===== config.mk =====
export PLATFORM = sky130hd
export DESIGN_NAME = vad_prep
export DESIGN_NICKNAME = d
export VERILOG_FILES = /design/src/hdl/vad_pkg.sv /design/src/hdl/vad_prep.sv
export SDC_FILE = /design/constraint.sdc
export NUM_CORES = 1
export LEC_CHECK = 0
export BUFFER_PORTS_ARGS = -buffer_cell sky130_fd_sc_hd__buf_2
export CORE_MARGIN = 2
export CORE_UTILIZATION = 45
export DETAILED_ROUTE_END_ITERATION = 8
export PLACE_DENSITY = 0.88
export SLEW_MARGIN = 20
export SYNTH_ARGS = -nofsm -noshare
export SYNTH_HDL_FRONTEND = slang
export SYNTH_SLANG_ARGS = --single-unit

===== constraint.sdc =====
create_clock -name clock -period 3.1 [get_ports clock]
set_input_delay 0.31 -clock clock [delete_from_list [all_inputs] [get_ports clock]]
set_output_delay 0.31 -clock clock [all_outputs]
set_load 0.005 [all_outputs]

===== src/hdl/vad_pkg.sv =====
// Package for the vector angle and distance block.
// Holds the request and response types, the pipeline cell type, the fixed-point
// constants and the arctangent table. It depends on nothing else.
package vad_pkg;

   localparam int COORD_WIDTH     = 16;
   localparam int ANGLE_FRAC_BITS = 13;
   localparam int CORDIC_STAGES   = 16;

   localparam int GUARD_BITS  = 16;
   localparam int Z_FRAC      = 30;
   localparam int ANGLE_OUT_W = 17;
   localparam int DIST_OUT_W  = 21;
   localparam int STAGE_IDX_W = 5;

   localparam int DIFF_W = COORD_WIDTH + 1;
   localparam int XW     = DIFF_W + GUARD_BITS + 3;
   localparam int ZW     = 34;

   localparam int XL_W   = 25;
   localparam int XH_W   = XW - XL_W;
   localparam int GAIN_W = 32;
   localparam int PLO_W  = XL_W + GAIN_W;
   localparam int PHI_W  = XH_W + GAIN_W;
   localparam int T_W    = PHI_W + 1;
   localparam int DIST_SHIFT = 19;
   localparam int D_W    = T_W - DIST_SHIFT;

   localparam longint PI_Q30_L      = 64'sd3373259426;
   localparam longint HALF_PI_Q30_L = 64'sd1686629713;
   localparam int     ANG_SHIFT     = Z_FRAC - ANGLE_FRAC_BITS;
   localparam longint ANG_HALF_L    = 64'sd1 <<< (ANG_SHIFT - 1);

   localparam longint ANG_POS_L = (HALF_PI_Q30_L + ANG_HALF_L) >>> ANG_SHIFT;
   localparam longint ANG_LO_L  = -ANG_POS_L;
   localparam longint ANG_HI_L  = (3 * HALF_PI_Q30_L + ANG_HALF_L) >>> ANG_SHIFT;
   localparam longint AMIN_L    = -(64'sd1 <<< (ANGLE_OUT_W - 1));
   localparam longint AMAX_L    = (64'sd1 <<< (ANGLE_OUT_W - 1)) - 1;
   localparam longint ANG_MIN_L = (ANG_LO_L > AMIN_L) ? ANG_LO_L : AMIN_L;
   localparam longint ANG_MAX_L = (ANG_HI_L < AMAX_L) ? ANG_HI_L : AMAX_L;
   localparam longint ANG_UP_L  = (ANG_POS_L < ANG_MAX_L) ? ANG_POS_L : ANG_MAX_L;

   localparam logic signed [ZW-1:0] PI_Q30   = ZW'(PI_Q30_L);
   localparam logic signed [ZW-1:0] ANG_HALF = ZW'(ANG_HALF_L);
   localparam logic signed [ZW-1:0] ANG_MIN  = ZW'(ANG_MIN_L);
   localparam logic signed [ZW-1:0] ANG_MAX  = ZW'(ANG_MAX_L);
   localparam logic signed [ZW-1:0] ANG_UP   = ZW'(ANG_UP_L);

   localparam logic [GAIN_W-1:0]     INV_GAIN_Q32 = 32'd2608131496;
   localparam logic [T_W-1:0]        DIST_ROUND   = T_W'(64'd1 << (DIST_SHIFT - 1));
   localparam logic [DIST_OUT_W-1:0] DIST_MAX     = {DIST_OUT_W{1'b1}};

   typedef struct packed {
      logic signed [COORD_WIDTH-1:0] first_x;
      logic signed [COORD_WIDTH-1:0] first_y;
      logic signed [COORD_WIDTH-1:0] second_x;
      logic signed [COORD_WIDTH-1:0] second_y;
   } req_type;

   typedef struct packed {
      logic signed [ANGLE_OUT_W-1:0] angle_rad;
      logic [DIST_OUT_W-1:0]         distance;
   } rsp_type;

   typedef struct packed {
      logic                 valid;
      logic                 vert;
      logic                 dy_pos;
      logic                 neg;
      logic signed [XW-1:0] x;
      logic signed [XW-1:0] y;
      logic signed [ZW-1:0] z;
   } cordic_type;

   function automatic logic signed [ZW-1:0] atan_q30(input logic [STAGE_IDX_W-1:0] idx);
      logic signed [ZW-1:0] v;
      case (idx)
         5'd0:  v = ZW'(64'sd843314857);
         5'd1:  v = ZW'(64'sd497837829);
         5'd2:  v = ZW'(64'sd263043837);
         5'd3:  v = ZW'(64'sd133525159);
         5'd4:  v = ZW'(64'sd67021687);
         5'd5:  v = ZW'(64'sd33543516);
         5'd6:  v = ZW'(64'sd16775851);
         5'd7:  v = ZW'(64'sd8388437);
         5'd8:  v = ZW'(64'sd4194283);
         5'd9:  v = ZW'(64'sd2097149);
         5'd10: v = ZW'(64'sd1048576);
         5'd11: v = ZW'(64'sd524288);
         5'd12: v = ZW'(64'sd262144);
         5'd13: v = ZW'(64'sd131072);
         5'd14: v = ZW'(64'sd65536);
         5'd15: v = ZW'(64'sd32768);
         5'd16: v = ZW'(64'sd16384);
         5'd17: v = ZW'(64'sd8192);
         5'd18: v = ZW'(64'sd4096);
         5'd19: v = ZW'(64'sd2048);
         5'd20: v = ZW'(64'sd1024);
         5'd21: v = ZW'(64'sd512);
         5'd22: v = ZW'(64'sd256);
         5'd23: v = ZW'(64'sd128);
         5'd24: v = ZW'(64'sd64);
         5'd25: v = ZW'(64'sd32);
         5'd26: v = ZW'(64'sd16);
         5'd27: v = ZW'(64'sd8);
         5'd28: v = ZW'(64'sd4);
         5'd29: v = ZW'(64'sd2);
         5'd30: v = ZW'(64'sd1);
         default: v = '0;
      endcase
      return v;
   endfunction

endpackage


===== src/hdl/vad_prep.sv =====
// Entry stage of the vector angle and distance pipeline.
// Forms the difference vector, folds it into the right half plane and loads
// the first cell register. Depends on vad_pkg.
module vad_prep (
   input  logic                clock,
   input  logic                reset,
   input  logic                enable,
   input  logic                req_valid,
   input  vad_pkg::req_type    req_payload,
   output vad_pkg::cordic_type cell_out
);
   import vad_pkg::*;

   logic signed [DIFF_W-1:0] dx;
   logic signed [DIFF_W-1:0] dy;
   logic signed [DIFF_W-1:0] x_start;
   logic signed [DIFF_W-1:0] y_start;
   logic                     valid_ff;
   cordic_type               data_ff;
   cordic_type               data_in;

   assign dx = DIFF_W'(req_payload.second_x) - DIFF_W'(req_payload.first_x);
   assign dy = DIFF_W'(req_payload.second_y) - DIFF_W'(req_payload.first_y);

   always_comb begin
      if (dx[DIFF_W-1]) begin
         x_start = -dx;
         y_start = dy;
      end else begin
         x_start = dx;
         y_start = -dy;
      end
      data_in        = '0;
      data_in.vert   = (dx == '0);
      data_in.dy_pos = !dy[DIFF_W-1] && (dy != '0);
      data_in.neg    = dx[DIFF_W-1];
      data_in.x      = XW'(x_start) <<< GUARD_BITS;
      data_in.y      = XW'(y_start) <<< GUARD_BITS;
      data_in.z      = '0;
   end

   always_ff @(posedge clock) begin
      if (reset) begin
         valid_ff <= 1'b0;
      end else if (enable) begin
         valid_ff <= req_valid;
      end
   end

   always_ff @(posedge clock) begin
      if (enable) begin
         data_ff <= data_in;
      end
   end

   always_comb begin
      cell_out       = data_ff;
      cell_out.valid = valid_ff;
   end

endmodule


=== Yosys cells after proc, flatten, opt, wreduce, memory -nomap -nowiden ===
Index checks and enable logic that the tools add are counted.

* Flip-flop bits (word level): 38
* Input bits: 68
* Word-level logic and storage cells: 16

* Muxes and demuxes: 2
* Add/sub/neg operators: 4
* Reduce and logical (&&, ||, !) cells: 4

{| class="wikitable"
|+ Operators with widths
! cell !! count
|-
| $mux W17 || 2
|-
| $neg A17 Y17 || 2
|-
| $sub A16 B16 Y17 || 2
|-
| $logic_not A17 Y1 || 1
|-
| $reduce_bool A17 Y1 || 1
|-
| $logic_and A1 B1 Y1 || 1
|-
| $logic_not A1 Y1 || 1
|}

=== Logic depth before layout (Yosys ltp) ===
* Depth in word-level cells: 3
* Gate-level depth with buffers: 14
* Mapped depth without buffers: 14

=== Least setup slack after synthesis ===
Ideal clock, no wire load.

* Kind: input to register
* Start: input port req_payload[0] (netlist bit)
* End: register, netlist name cell_out[66]
* Library setup time: 264 ps
* Path buffers: 0
* Arrival time: 2956 ps
* Cell stages on the path: 14
* Slack: -120 ps
* Cells stage by stage: inv_1 > ha_1 > inv_1 > fa_1 > a21o_1 > a22oi_2 > nor4b_1 > nor3_1 > a211oi_4 > nand4_1 > nor3_1 > or3b_1 > ha_1 > mux2i_1

{| class="wikitable"
|+ RTL lines
! element !! line !! text
|-
| start, declared || vad_prep.sv:9 || <nowiki>input vad_pkg::req_type req_payload,</nowiki>
|}

==> qor.yml <==
timing.final.crit_share_pct: 98.6
netlist_area_sq_um: 4360
crit_chain: "buf_6 > inv_4 > ha_4 > inv_2 > fa_2 > a21o_1 > a22oi_2 > nor4b_4 > nor3_4 > a211oi_4 > nand4_1 > nor3_2 > or3b_1 > ha_1 > mux2i_1"
arrival_ps: 3090
ys.flop_type: "edfxtp_1"
io_pins: 178
final.setup.tns_ps: 0
rsz0062_at_grt: "yes"
crit_slowest_cell: "fa_2"
startpoint_type: "input pin"
min_from: "reset"
area_growth_pct: 23.0
clock_path_buffers: 2
peakVddDrop_uv: 228
fin_util_pct: 57.5
hp-class: "input pin to flop"
worst_ep_required_time_ps: 3130
post_drt_wl_per_cell_um: 12.4
p_leak_nw: 2.61
criticalPathCategory: "input pin to flop"
synth_area_leaders: "edfxtp_1, buf_4, ha_1"
layout-drive-gt1-share_pct: 32.5
grt_pass1_wl_um: 15000
maxCapViolCount: 0
clock_skew_ps: 0
intPower_mw: 1.48
place_worst_setup_slack_ps: -250
reg2reg_setup_slack_ps: 2510
rows: 35
powerDensity_nw_per_um2: 418
ys_warn_count: 0
clkPwrFrac_pct: 18.6
chipWidth_um: 102
initial_core_util_pct: 46.8
synth.distinct_cells: 74
wl_um: 9730
cpPeakStageDelay_ps: 410
via_count: 3806
synth.top_cell.area_share_pct: 25.5
setup_viol: 0
ant_nets: 0
synth_edf_count: 37
cp_max_fo: 3
clk_pin_slew_ps: 70
port_buffers: 111
design.core.area_sq_um: 9330
synth_cells: 493
cp-startpoint: "req_payload[0]"
status: "finished clean"
avgViaCountPerCell: 4.85
power_mw: 2.25
slew_headroom_pct: 44.0
hold_violations: 0
tightest_slew_ps: 840
grt_max_degree: 39
clock_sinks: 38
synth_top_area_cell: "edfxtp_1"
overflow: 0
drtIter0Drc: 76
drc: 0
first_pass_iters: 4
place_inst: 777
reg2reg_from: "valid_ff"
stdcell_count: 785
antenna_found_initial: 0
async_reset_ff_share_pct: 0
seq_area_frac_synth_pct: 25.9
setup_slack_ps: 42.3
die-area_sq_um: 10500
grt_pass1_vias: 3478
pwr-share-comb_pct: 48.1
final_max_slew_viol_count: 0
dpl.hpwl_um: 8100
cts_max_level: 2
fillers: 808
fmax_mhz: 327
clock_latency_ps: 280
end_kind: "flop"
syn_avg_cell_area_sq_um: 8.85
period_minus_slack_ps: 3060
p_sw_share_pct: 34.3
cts_tree: "yes"
place_area_sq_um: 5210
cts_buffers: 5
n_antenna_cell: 0
root_buffer: "clkbuf_8"
cts_hold_buf: 0
ys_ff_latch: 38
seqPwrFrac_pct: 33.3
hold_slack_ps: 191
nNetsFinal: 762
power.switching_uw: 770
place_congestion: 0.884
fin_area_sq_um: 5370
grt_util_all_layers_pct: 17.7
die_h_um: 102
==> cells by family (layout without fill, tap and decap cells) <==
family	count (synthesis)	count (layout)	share of synthesized area [%]
flops	38	38	25.9
fa+ha+maj	39	39	11.5
mux	6	6	1.40
xor+xnor	45	45	9.63
simple gates	131	131	16.6
compound gates	105	105	16.9
buf+inv	128	226	18.0
other cells	1	66	0.0859
==> sequential cells by signal (all words and copies together), names as in the netlist <==
| name | count |
|---|---|
| cell_out | 37 |
| valid_ff | 1 |
==> power groups by stage <==
| stage | clock [mW] | combinational, mW | sequential (mW) |
|---|---|---|---|
| 3_3_place_gp | 0 | 1.03 | 0.758 |
| 2_1_floorplan | 0 | 0.700 | 0.766 |
| 4_1_cts | 0.426 | 1.07 | 0.751 |
| 6_report | 0.417 | 1.08 | 0.748 |
| 3_5_place_dp | 0 | 1.07 | 0.762 |
| 5_1_grt | 0.451 | 1.20 | 0.759 |
==> timing repair <==
action	in CTS	in global routing
resized for setup	0	11
setup buffers	0	0
setup endpoints to repair	0	2
==> synthesized netlist by cell type, types with 2 or more instances <==
| cell | count |
|---|---|
| a21oi_1 | 26 |
| o31a_1 | 3 |
| and2_1 | 4 |
| nor2b_1 | 5 |
| nand3_1 | 11 |
| o211a_1 | 2 |
| nor2_1 | 33 |
| or3_1 | 5 |
| inv_1 | 45 |
| o211ai_1 | 3 |
| xnor2_1 | 33 |
| buf_4 | 74 |
| nor2_2 | 2 |
| o21ai_0 | 25 |
| nand4b_1 | 2 |
| buf_6 | 3 |
| o31ai_1 | 4 |
| a31oi_1 | 4 |
| mux2i_1 | 5 |
| nand2_1 | 24 |
| nor4_1 | 4 |
| a41oi_1 | 3 |
| edfxtp_1 | 37 |
| a21o_1 | 7 |
| a211oi_1 | 4 |
| nand4_1 | 6 |
| or4_1 | 3 |
| nand2b_1 | 4 |
| nor3_1 | 9 |
| o21a_1 | 6 |
| and3_1 | 5 |
| fa_1 | 2 |
| buf_2 | 2 |
| xor2_1 | 10 |
| ha_1 | 37 |
| nand3b_1 | 2 |
| clkbuf_1 | 2 |
==> metal layers <==
metal,vias to the layer above,routed length (um),GRT usage [%]
met5,-,0,0
met4,0,71,3.38
met3,9,751,3.76
met2,154,4750,32.5
met1,1719,4160,21.2
li1,1924,-,-
==> final timing paths <==
check / endpoint / depth (start not counted)
worst max-delay path: cell_out[66] / 15
worst min-delay path: valid_ff / 2
worst max register to register: valid_ff / 2
worst min register to register: valid_ff / 2
==> layout make-up <==
class / instances / area (sq um) / share of cell area (%)
clock buffers: 5 / 68.8 / 1.28
clock inverters: 3 / 45.0 / 0.839
inverters: 46 / 175 / 3.26
multi-input cells: 392 / 2750 / 51.3
flip-flops and latches: 38 / 1130 / 21.1
well taps: 129 / 161 / 3.01
repair buffers: 172 / 1030 / 19.2
==> cells in the final DEF, fill, tap and decap left out, types with 3 or more instances in the layout <==
cell type  Yosys  routed
buf_2          2     110
conb_1         1      66
buf_4         74      60
inv_1         45      43
edfxtp_1      37      37
ha_1          37      36
nor2_1        33      33
xnor2_1       33      33
o21ai_0       25      25
a21oi_1       26      25
nand2_1       24      24
nand3_1       11      11
xor2_1        10      10
a21o_1         7       7
nor3_1         9       7
o21a_1         6       6
nand4_1        6       6
nor2b_1        5       5
or3_1          5       5
mux2i_1        5       5
and3_1         5       5
clkbuf_8       0       5
nand2b_1       4       4
a31oi_1        4       4
nor4_1         4       4
and2_1         4       4
o31a_1         3       3
or4_1          3       3
o211ai_1       3       3
a41oi_1        3       3
a211oi_1       4       3
o31ai_1        4       3
==> critical path, delay by kind of cell <==
family	cells	cell delay, ps
adders and majority gates	3	810
and+or+nand+nor	5	1060
muxes	1	60
buffers and inverters	3	170
AOI/OAI and AO/OA	3	670
(Power assumes the default switching activity.)
