File: src/hdl/vad_pkg.sv
// Package for the vector angle and distance block.
// Holds the request and response types, the pipeline cell type, the fixed-point
// constants and the arctangent table. It depends on nothing else.
package vad_pkg;

   localparam int COORD_WIDTH     = 16;
   localparam int ANGLE_FRAC_BITS = 13;
   localparam int CORDIC_STAGES   = 16;

   localparam int GUARD_BITS  = 16;
   localparam int Z_FRAC      = 30;
   localparam int ANGLE_OUT_W = 17;
   localparam int DIST_OUT_W  = 21;
   localparam int STAGE_IDX_W = 5;

   localparam int DIFF_W = COORD_WIDTH + 1;
   localparam int XW     = DIFF_W + GUARD_BITS + 3;
   localparam int ZW     = 34;

   localparam int XL_W   = 25;
   localparam int XH_W   = XW - XL_W;
   localparam int GAIN_W = 32;
   localparam int PLO_W  = XL_W + GAIN_W;
   localparam int PHI_W  = XH_W + GAIN_W;
   localparam int T_W    = PHI_W + 1;
   localparam int DIST_SHIFT = 19;
   localparam int D_W    = T_W - DIST_SHIFT;

   localparam longint PI_Q30_L      = 64'sd3373259426;
   localparam longint HALF_PI_Q30_L = 64'sd1686629713;
   localparam int     ANG_SHIFT     = Z_FRAC - ANGLE_FRAC_BITS;
   localparam longint ANG_HALF_L    = 64'sd1 <<< (ANG_SHIFT - 1);

   localparam longint ANG_POS_L = (HALF_PI_Q30_L + ANG_HALF_L) >>> ANG_SHIFT;
   localparam longint ANG_LO_L  = -ANG_POS_L;
   localparam longint ANG_HI_L  = (3 * HALF_PI_Q30_L + ANG_HALF_L) >>> ANG_SHIFT;
   localparam longint AMIN_L    = -(64'sd1 <<< (ANGLE_OUT_W - 1));
   localparam longint AMAX_L    = (64'sd1 <<< (ANGLE_OUT_W - 1)) - 1;
   localparam longint ANG_MIN_L = (ANG_LO_L > AMIN_L) ? ANG_LO_L : AMIN_L;
   localparam longint ANG_MAX_L = (ANG_HI_L < AMAX_L) ? ANG_HI_L : AMAX_L;
   localparam longint ANG_UP_L  = (ANG_POS_L < ANG_MAX_L) ? ANG_POS_L : ANG_MAX_L;

   localparam logic signed [ZW-1:0] PI_Q30   = ZW'(PI_Q30_L);
   localparam logic signed [ZW-1:0] ANG_HALF = ZW'(ANG_HALF_L);
   localparam logic signed [ZW-1:0] ANG_MIN  = ZW'(ANG_MIN_L);
   localparam logic signed [ZW-1:0] ANG_MAX  = ZW'(ANG_MAX_L);
   localparam logic signed [ZW-1:0] ANG_UP   = ZW'(ANG_UP_L);

   localparam logic [GAIN_W-1:0]     INV_GAIN_Q32 = 32'd2608131496;
   localparam logic [T_W-1:0]        DIST_ROUND   = T_W'(64'd1 << (DIST_SHIFT - 1));
   localparam logic [DIST_OUT_W-1:0] DIST_MAX     = {DIST_OUT_W{1'b1}};

   typedef struct packed {
      logic signed [COORD_WIDTH-1:0] first_x;
      logic signed [COORD_WIDTH-1:0] first_y;
      logic signed [COORD_WIDTH-1:0] second_x;
      logic signed [COORD_WIDTH-1:0] second_y;
   } req_type;

   typedef struct packed {
      logic signed [ANGLE_OUT_W-1:0] angle_rad;
      logic [DIST_OUT_W-1:0]         distance;
   } rsp_type;

   typedef struct packed {
      logic                 valid;
      logic                 vert;
      logic                 dy_pos;
      logic                 neg;
      logic signed [XW-1:0] x;
      logic signed [XW-1:0] y;
      logic signed [ZW-1:0] z;
   } cordic_type;

   function automatic logic signed [ZW-1:0] atan_q30(input logic [STAGE_IDX_W-1:0] idx);
      logic signed [ZW-1:0] v;
      case (idx)
         5'd0:  v = ZW'(64'sd843314857);
         5'd1:  v = ZW'(64'sd497837829);
         5'd2:  v = ZW'(64'sd263043837);
         5'd3:  v = ZW'(64'sd133525159);
         5'd4:  v = ZW'(64'sd67021687);
         5'd5:  v = ZW'(64'sd33543516);
         5'd6:  v = ZW'(64'sd16775851);
         5'd7:  v = ZW'(64'sd8388437);
         5'd8:  v = ZW'(64'sd4194283);
         5'd9:  v = ZW'(64'sd2097149);
         5'd10: v = ZW'(64'sd1048576);
         5'd11: v = ZW'(64'sd524288);
         5'd12: v = ZW'(64'sd262144);
         5'd13: v = ZW'(64'sd131072);
         5'd14: v = ZW'(64'sd65536);
         5'd15: v = ZW'(64'sd32768);
         5'd16: v = ZW'(64'sd16384);
         5'd17: v = ZW'(64'sd8192);
         5'd18: v = ZW'(64'sd4096);
         5'd19: v = ZW'(64'sd2048);
         5'd20: v = ZW'(64'sd1024);
         5'd21: v = ZW'(64'sd512);
         5'd22: v = ZW'(64'sd256);
         5'd23: v = ZW'(64'sd128);
         5'd24: v = ZW'(64'sd64);
         5'd25: v = ZW'(64'sd32);
         5'd26: v = ZW'(64'sd16);
         5'd27: v = ZW'(64'sd8);
         5'd28: v = ZW'(64'sd4);
         5'd29: v = ZW'(64'sd2);
         5'd30: v = ZW'(64'sd1);
         default: v = '0;
      endcase
      return v;
   endfunction

endpackage

File: src/hdl/vad_post.sv
// Output stages: angle rounding and clamping, and gain correction of the
// final x by a split multiply over three registered steps. Depends on vad_pkg.
module vad_post (
   input  logic                clock,
   input  logic                reset,
   input  logic                enable,
   input  vad_pkg::cordic_type cell_in,
   output logic                rsp_valid,
   output vad_pkg::rsp_type    rsp_payload
);
   import vad_pkg::*;

   logic signed [ZW-1:0]          ang_sum;
   logic signed [ZW-1:0]          ang_rnd;
   logic signed [ZW-1:0]          ang_sel;
   logic signed [ZW-1:0]          ang_clip;
   logic [XW-1:0]                 ux;
   logic [T_W-1:0]                t_sum;
   logic [T_W-1:0]                t_rnd;
   logic [D_W-1:0]                dist_full;

   logic                          valid1_ff;
   logic                          valid2_ff;
   logic                          valid3_ff;
   logic signed [ANGLE_OUT_W-1:0] ang1_ff;
   logic signed [ANGLE_OUT_W-1:0] ang2_ff;
   logic [XH_W-1:0]               xh1_ff;
   logic [PLO_W-1:0]              plo1_ff;
   logic [PHI_W-1:0]              phi2_ff;
   logic [GAIN_W-1:0]             plo2_ff;
   rsp_type                       rsp_ff;
   rsp_type                       rsp_in;

   always_comb begin
      ang_sum = (cell_in.neg ? PI_Q30 : ZW'(0)) + cell_in.z;
      ang_rnd = (ang_sum + ANG_HALF) >>> ANG_SHIFT;
      if (cell_in.vert) begin
         ang_sel = cell_in.dy_pos ? ANG_MIN : ANG_UP;
      end else begin
         ang_sel = ang_rnd;
      end
      if (ang_sel < ANG_MIN) begin
         ang_clip = ANG_MIN;
      end else if (ang_sel > ANG_MAX) begin
         ang_clip = ANG_MAX;
      end else begin
         ang_clip = ang_sel;
      end
      ux = cell_in.x[XW-1] ? '0 : XW'(cell_in.x);
   end

   always_comb begin
      t_sum     = T_W'(phi2_ff) + T_W'(plo2_ff);
      t_rnd     = t_sum + DIST_ROUND;
      dist_full = t_rnd[T_W-1:DIST_SHIFT];
      rsp_in.angle_rad = ang2_ff;
      if (dist_full > D_W'(DIST_MAX)) begin
         rsp_in.distance = DIST_MAX;
      end else begin
         rsp_in.distance = dist_full[DIST_OUT_W-1:0];
      end
   end

   always_ff @(posedge clock) begin
      if (reset) begin
         valid1_ff <= 1'b0;
         valid2_ff <= 1'b0;
         valid3_ff <= 1'b0;
      end else if (enable) begin
         valid1_ff <= cell_in.valid;
         valid2_ff <= valid1_ff;
         valid3_ff <= valid2_ff;
      end
   end

   always_ff @(posedge clock) begin
      if (enable) begin
         ang1_ff <= ang_clip[ANGLE_OUT_W-1:0];
         xh1_ff  <= ux[XW-1:XL_W];
         plo1_ff <= PLO_W'(ux[XL_W-1:0]) * PLO_W'(INV_GAIN_Q32);
         ang2_ff <= ang1_ff;
         phi2_ff <= PHI_W'(xh1_ff) * PHI_W'(INV_GAIN_Q32);
         plo2_ff <= plo1_ff[PLO_W-1:XL_W];
         rsp_ff  <= rsp_in;
      end
   end

   assign rsp_valid   = valid3_ff;
   assign rsp_payload = rsp_ff;

   a_angle_range : assert property (@(posedge clock) disable iff (reset)
      rsp_valid |-> (ZW'(rsp_payload.angle_rad) >= ANG_MIN)
                 && (ZW'(rsp_payload.angle_rad) <= ANG_MAX))
      else $error("Response angle lies outside its clamped range.");

   a_hold : assert property (@(posedge clock) disable iff (reset)
      (rsp_valid && !enable) |=> (rsp_valid && $stable(rsp_payload)))
      else $error("A held response changed or was dropped.");

   a_advance : assert property (@(posedge clock) disable iff (reset)
      (valid2_ff && enable) |=> rsp_valid)
      else $error("A request was lost in the output stages.");

endmodule

File: config.mk
export PLATFORM = sky130hd
export DESIGN_NAME = vad_post
export DESIGN_NICKNAME = d
export VERILOG_FILES = /design/src/hdl/vad_pkg.sv /design/src/hdl/vad_post.sv
export SDC_FILE = /design/constraint.sdc
export NUM_CORES = 1
export LEC_CHECK = 0
export BUFFER_PORTS_ARGS = -buffer_cell sky130_fd_sc_hd__buf_2
export CAP_MARGIN = 40
export CORE_MARGIN = 5
export CORE_UTILIZATION = 30
export CTS_CLUSTER_SIZE = 28
export DETAILED_ROUTE_END_ITERATION = 7
export PLACE_DENSITY_LB_ADDON = 0.2
export SYNTH_ARGS = -nofsm -noshare
export SYNTH_HDL_FRONTEND = slang
export SYNTH_SLANG_ARGS = --single-unit
File: constraint.sdc
create_clock -name clock -period 9.29 [get_ports clock]
set_clock_uncertainty 0.2 [all_clocks]
set_input_delay 0.4645 -clock clock [delete_from_list [all_inputs] [get_ports clock]]
set_output_delay 0.4645 -clock clock [all_outputs]
set_load 0.02 [all_outputs]
# Word level (Yosys, flattened, before mapping)
# Index checks and enable logic that the tools add are counted.
# Widths: inputs -> output; s select.
# op_classes
muxes	5
n_mul	2
n_reduce_logical	1
add_sub_neg	4
magnitude_cmp	3
# op_table
cell	count
$mux 34	2
$mul 25x29->54 const B	1
$add 43x32->44	1
$add 44x19->44 const B	1
$mul 11x29->40 const B	1
$add 33x34->34	1
$add 34x18->34 const B	1
$gt 34x17->1 const B	1
$lt 34x15->1 const B	1
$mux 32	1
$gt 25x21->1 const B	1
$mux 25	1
$mux 17	1
$reduce_or 2->1	1
# word_totals
regBits	212
out_inout_bits	39

# Depth between registers and ports, before layout
# depth
ltp_word	6
ltp_mapped	29
depth_no_buf	28

# Worst setup path after synthesis
# No wires, ideal clock.
# synth_timing
path_type	input -> register
startpoint	input port cell_in[105] (netlist bit)
endpoint	register plo1_ff[43] (data pin)
path_stages	26
arrival_ns	7.367
setup_slack_ns	1.463
setup_time_ns	0.260
path_buffers	2
path_cell_list	clkbuf_1 -> clkbuf_1 -> nor2b_1 -> ha_1 -> inv_1 -> fa_1 -> fa_1 -> fa_1 -> fa_1 -> inv_1 -> fa_1 -> inv_1 -> fa_1 -> inv_1 -> ha_1 -> and4_1 -> and3_1 -> nand3_1 -> o221ai_1 -> or2_1 -> a221o_1 -> a311oi_2 -> o21bai_1 -> a21o_1 -> a311oi_2 -> xnor2_1
# synth_via
elab_chain_cells	2
# synth_lines
item	line_no	rtl
from (decl)	vad_post.sv:7	input vad_pkg::cordic_type cell_in,
$mux 25	vad_post.sv:49	ux = cell_in.x[XW-1] ? '0 : XW'(cell_in.x);
$mul 25x29->54	vad_post.sv:80	plo1_ff <= PLO_W'(ux[XL_W-1:0]) * PLO_W'(INV_GAIN_Q32);
to (signal assigned)	vad_post.sv:80	
to (decl)	vad_post.sv:28	logic [PLO_W-1:0] plo1_ff;
# Every way passes these cells.
# A chain may end at the register's enable or synchronous reset.

# Worst setup path after layout
# Same ends and word-level chain as after synthesis.

==> flow_metrics.py <==
metrics = {
    "logic_synthesis": {
        "synth_fp_nets": 3315,
        "ys.flop_type": "edfxtp_1",
        "syn_area_per_cell_sq_um": 11.0,
        "synthMuxAreaShare": 0.00154,
        "yosys.area_share.simple": 0.0715,
        "ys_types": 82,
        "synth_compound_gate_area_share": 0.0783,
        "synthArstFlopShare": 0,
        "syn_area_sq_um": 26000,
        "ys_ff_latch": 183,
        "yosysWarningCount": 0,
        "synth_top_family_by_area": "adder cells",
        "synth_fa_ha_area_frac": 0.521,
        "yosys.area_share.xor_xnor": 0.0293,
        "synth_edf_count": 180,
        "yosysSeqAreaShare": 0.210,
        "synthCells": 2358,
    },
    "timing": {
        "worstMarginPinSlew_ns": 0.854,
        "rsz0062_at_grt": "false",
        "min_period_ns": 8.49,
        "finalSetupViolCount": 0,
        "fin_crit_sh": 0.914,
        "finalMaxSlewViolations": 0,
        "relSlewSlack": 0.430,
        "hold_violations": 0,
        "fmax_ghz": 0.118,
        "fin_tns_setup_ns": 0,
    },
    "floorplanning": {
        "die_w_microns": 304,
        "die_area_sq_um": 92600,
        "ios": 152,
        "die_h_microns": 304,
        "core_area_sq_um": 86300,
        "start_util": 0.301,
        "rows": 108,
    },
    "final_layout": {
        "final_util": 0.333,
        "final_common_cell": "inv_1",
        "n_fill_cell": 8752,
        "drive_gt1_frac": 0.0871,
        "area_delta_synth_final_pct": 10.6,
        "layout_common_cells": "inv_1, ha_1, fa_1",
        "final_nets": 3458,
    },
    "global_routing": {
        "grt_max_degree": 98,
        "antenna_found_initial": 3,
        "grt_pass1_vias": 18700,
        "gr-total-overflow": 0,
        "grt_pass1_wl_microns": 106000,
        "grtUsageTotal": 0.146,
    },
    "worst_setup_path": {
        "cp.required_ns": 9.27,
        "r2r_slack_ns": 2.41,
        "path_delay_family": "adder cells",
        "crit_top_cell": "fa_1",
        "crit_cells": 27,
        "crit_buf_inv": 7,
        "r2r_start": "xh1_ff[2]",
        "rr_worst_depth": 20,
        "crit_arrival_ns": 8.47,
        "cp_slowest_cell": "nor2b_1",
        "crit_path_max_fanout": 32,
        "path_class": "in2reg",
        "critPathCaptureType": "flip-flop",
        "r2r_end": "phi2_ff[42]",
        "slowest_delay_ns": 0.77,
        "crit_start": "cell_in[105]",
        "cp-start-kind": "primary input",
        "worstSetupEndpoint": "plo1_ff[43]",
    },
    "clocking": {
        "clk_path_buf_depth": 2,
        "cts_tree": "yes",
        "cts.reportedPaths.clkPinSlew_ns": 0.08,
        "post_cts_buffers": 0,
        "clkLatencyLatePin_ns": 0.45,
        "cts_buffers": 17,
        "cts_sinks": 183,
        "htreeDepth": 4,
        "clockRootBuffer": "clkbuf_16",
    },
    "route": {
        "wirelength_microns": 65600,
        "drc": 0,
        "first_pass_iters": 5,
        "via_per_inst": 4.55,
        "routedWlPerCell_microns": 17.9,
        "vias": 16700,
        "ant_nets": 0,
        "drtIter0Drc": 838,
    },
    "outcome": {
        "status": "completed",
    },
    "place": {
        "io_buffers": 114,
        "hpwl_microns": 57600,
        "place.gp.congestion": 0.901,
    },
    "min_path": {
        "hold_class": "in2reg",
    },
    "job": {
        "max_cap_violations": 0,
    },
}
## metal layers
metal / GRT usage / vias to the layer above / wire length (microns)
met5: 0 / - / 13
met4: 0.0273 / 2 / 983
met3: 0.0264 / 53 / 2760
met2: 0.246 / 260 / 31900
met1: 0.200 / 8390 / 30000
li1: - / 7992 / -
## metrics by stage
step           instances  setup WS, ns  instance area (sq um)  hold slack [ns]
2_1_floorplan       2358          1.46                  26000            0.200
3_3_place_gp        3633         0.394                  28100            0.203
3_5_place_dp        3636         0.313                  28100            0.205
4_1_cts             3669         0.760                  28700           0.0399
5_1_grt             3669         0.333                  28700           0.0803
6_report            3671         0.797                  28800           0.0684
## area by class of cell
type | count | area (sq um) | share of cell area
Antenna cell | 2 | 5.00 | 0.000174
Clock buffer | 18 | 429 | 0.0149
Clock inverter | 14 | 165 | 0.00574
Inverter | 580 | 2180 | 0.0757
Multi-Input combinational cell | 1578 | 18200 | 0.634
Sequential cell | 183 | 5470 | 0.190
Tap cell | 1155 | 1450 | 0.0503
Timing Repair Buffer | 141 | 832 | 0.0289
## cells in the mapped netlist (all sizes together) (11+ instances only)
master	instances	area (sq um)
xor2	31	272
inv	580	2180
a21o	56	423
edfxtp	180	5410
a211oi	12	90.1
nand4	11	81.3
o21a	15	113
nand2b	22	138
o21ai	39	199
ha	447	5590
and3	16	100
or2	21	131
nor2	80	300
fa	397	7950
nor2b	39	244
clkbuf	14	92.6
nor3	18	95.1
nand3	27	148
xnor2	56	490
a21oi	83	427
nand2	77	294
## worst reg2reg max path, stage by stage, from the launching register on
cell	delay, ns
edfxtp_1	0.61
ha_1	0.62
inv_1	0.15
fa_1	0.50
inv_1	0.11
fa_1	0.53
inv_1	0.06
fa_1	0.55
inv_1	0.06
fa_1	0.47
ha_1	0.37
a21o_1	0.18
a21o_1	0.17
a21oi_1	0.25
o22ai_1	0.15
o41ai_2	0.40
a211oi_1	0.26
o21a_1	0.25
o21a_1	0.23
o41ai_2	0.37
o21ai_0	0.16
## state kept, by name, indices dropped and copies added, names as in the netlist
name and flops:
rsp_payload 38, ang1_ff 17, valid1_ff 1, plo1_ff 29, phi2_ff 40, xh1_ff 10, plo2_ff 29, ang2_ff 17
rsp_valid 1, valid2_ff 1
## worst min path at each step
stage / slack [ns] / start / to / cells past startpoint
after floorplan: 0.20 / ang1_ff[0] / ang2_ff[0] / 0
after CTS: 0.04 / cell_in[109] / valid1_ff / 3
after global routing: 0.08 / cell_in[104] / xh1_ff[9] / 2
final: 0.07 / cell_in[109] / valid1_ff / 3
after detailed placement: 0.20 / ang1_ff[6] / ang2_ff[6] / 0
after global placement: 0.20 / ang1_ff[16] / ang2_ff[16] / 0
## cell families (layout without fill, tap and decap cells)
| kind of cell | after synthesis | count (layout) |
|---|---|---|
| XOR/XNOR | 87 | 87 |
| flip-flops | 183 | 183 |
| other | 0 | 2 |
| adder cells (fa/ha/maj) | 844 | 844 |
| buffers and inverters | 597 | 753 |
| AO/OA/AOI/OAI | 289 | 289 |
| AND/OR/NAND/NOR | 354 | 354 |
| multiplexers | 4 | 4 |
## what timing repair did
| item | CTS | global route |
|---|---|---|
| hold buffers | 1 | 0 |
| resized for setup | 0 | 0 |
| hold endpoints to repair | 3 | 0 |
Power is left out: the tool's default activity adds up to more than one toggle a clock period on the data nets, which glitch-free logic cannot reach.
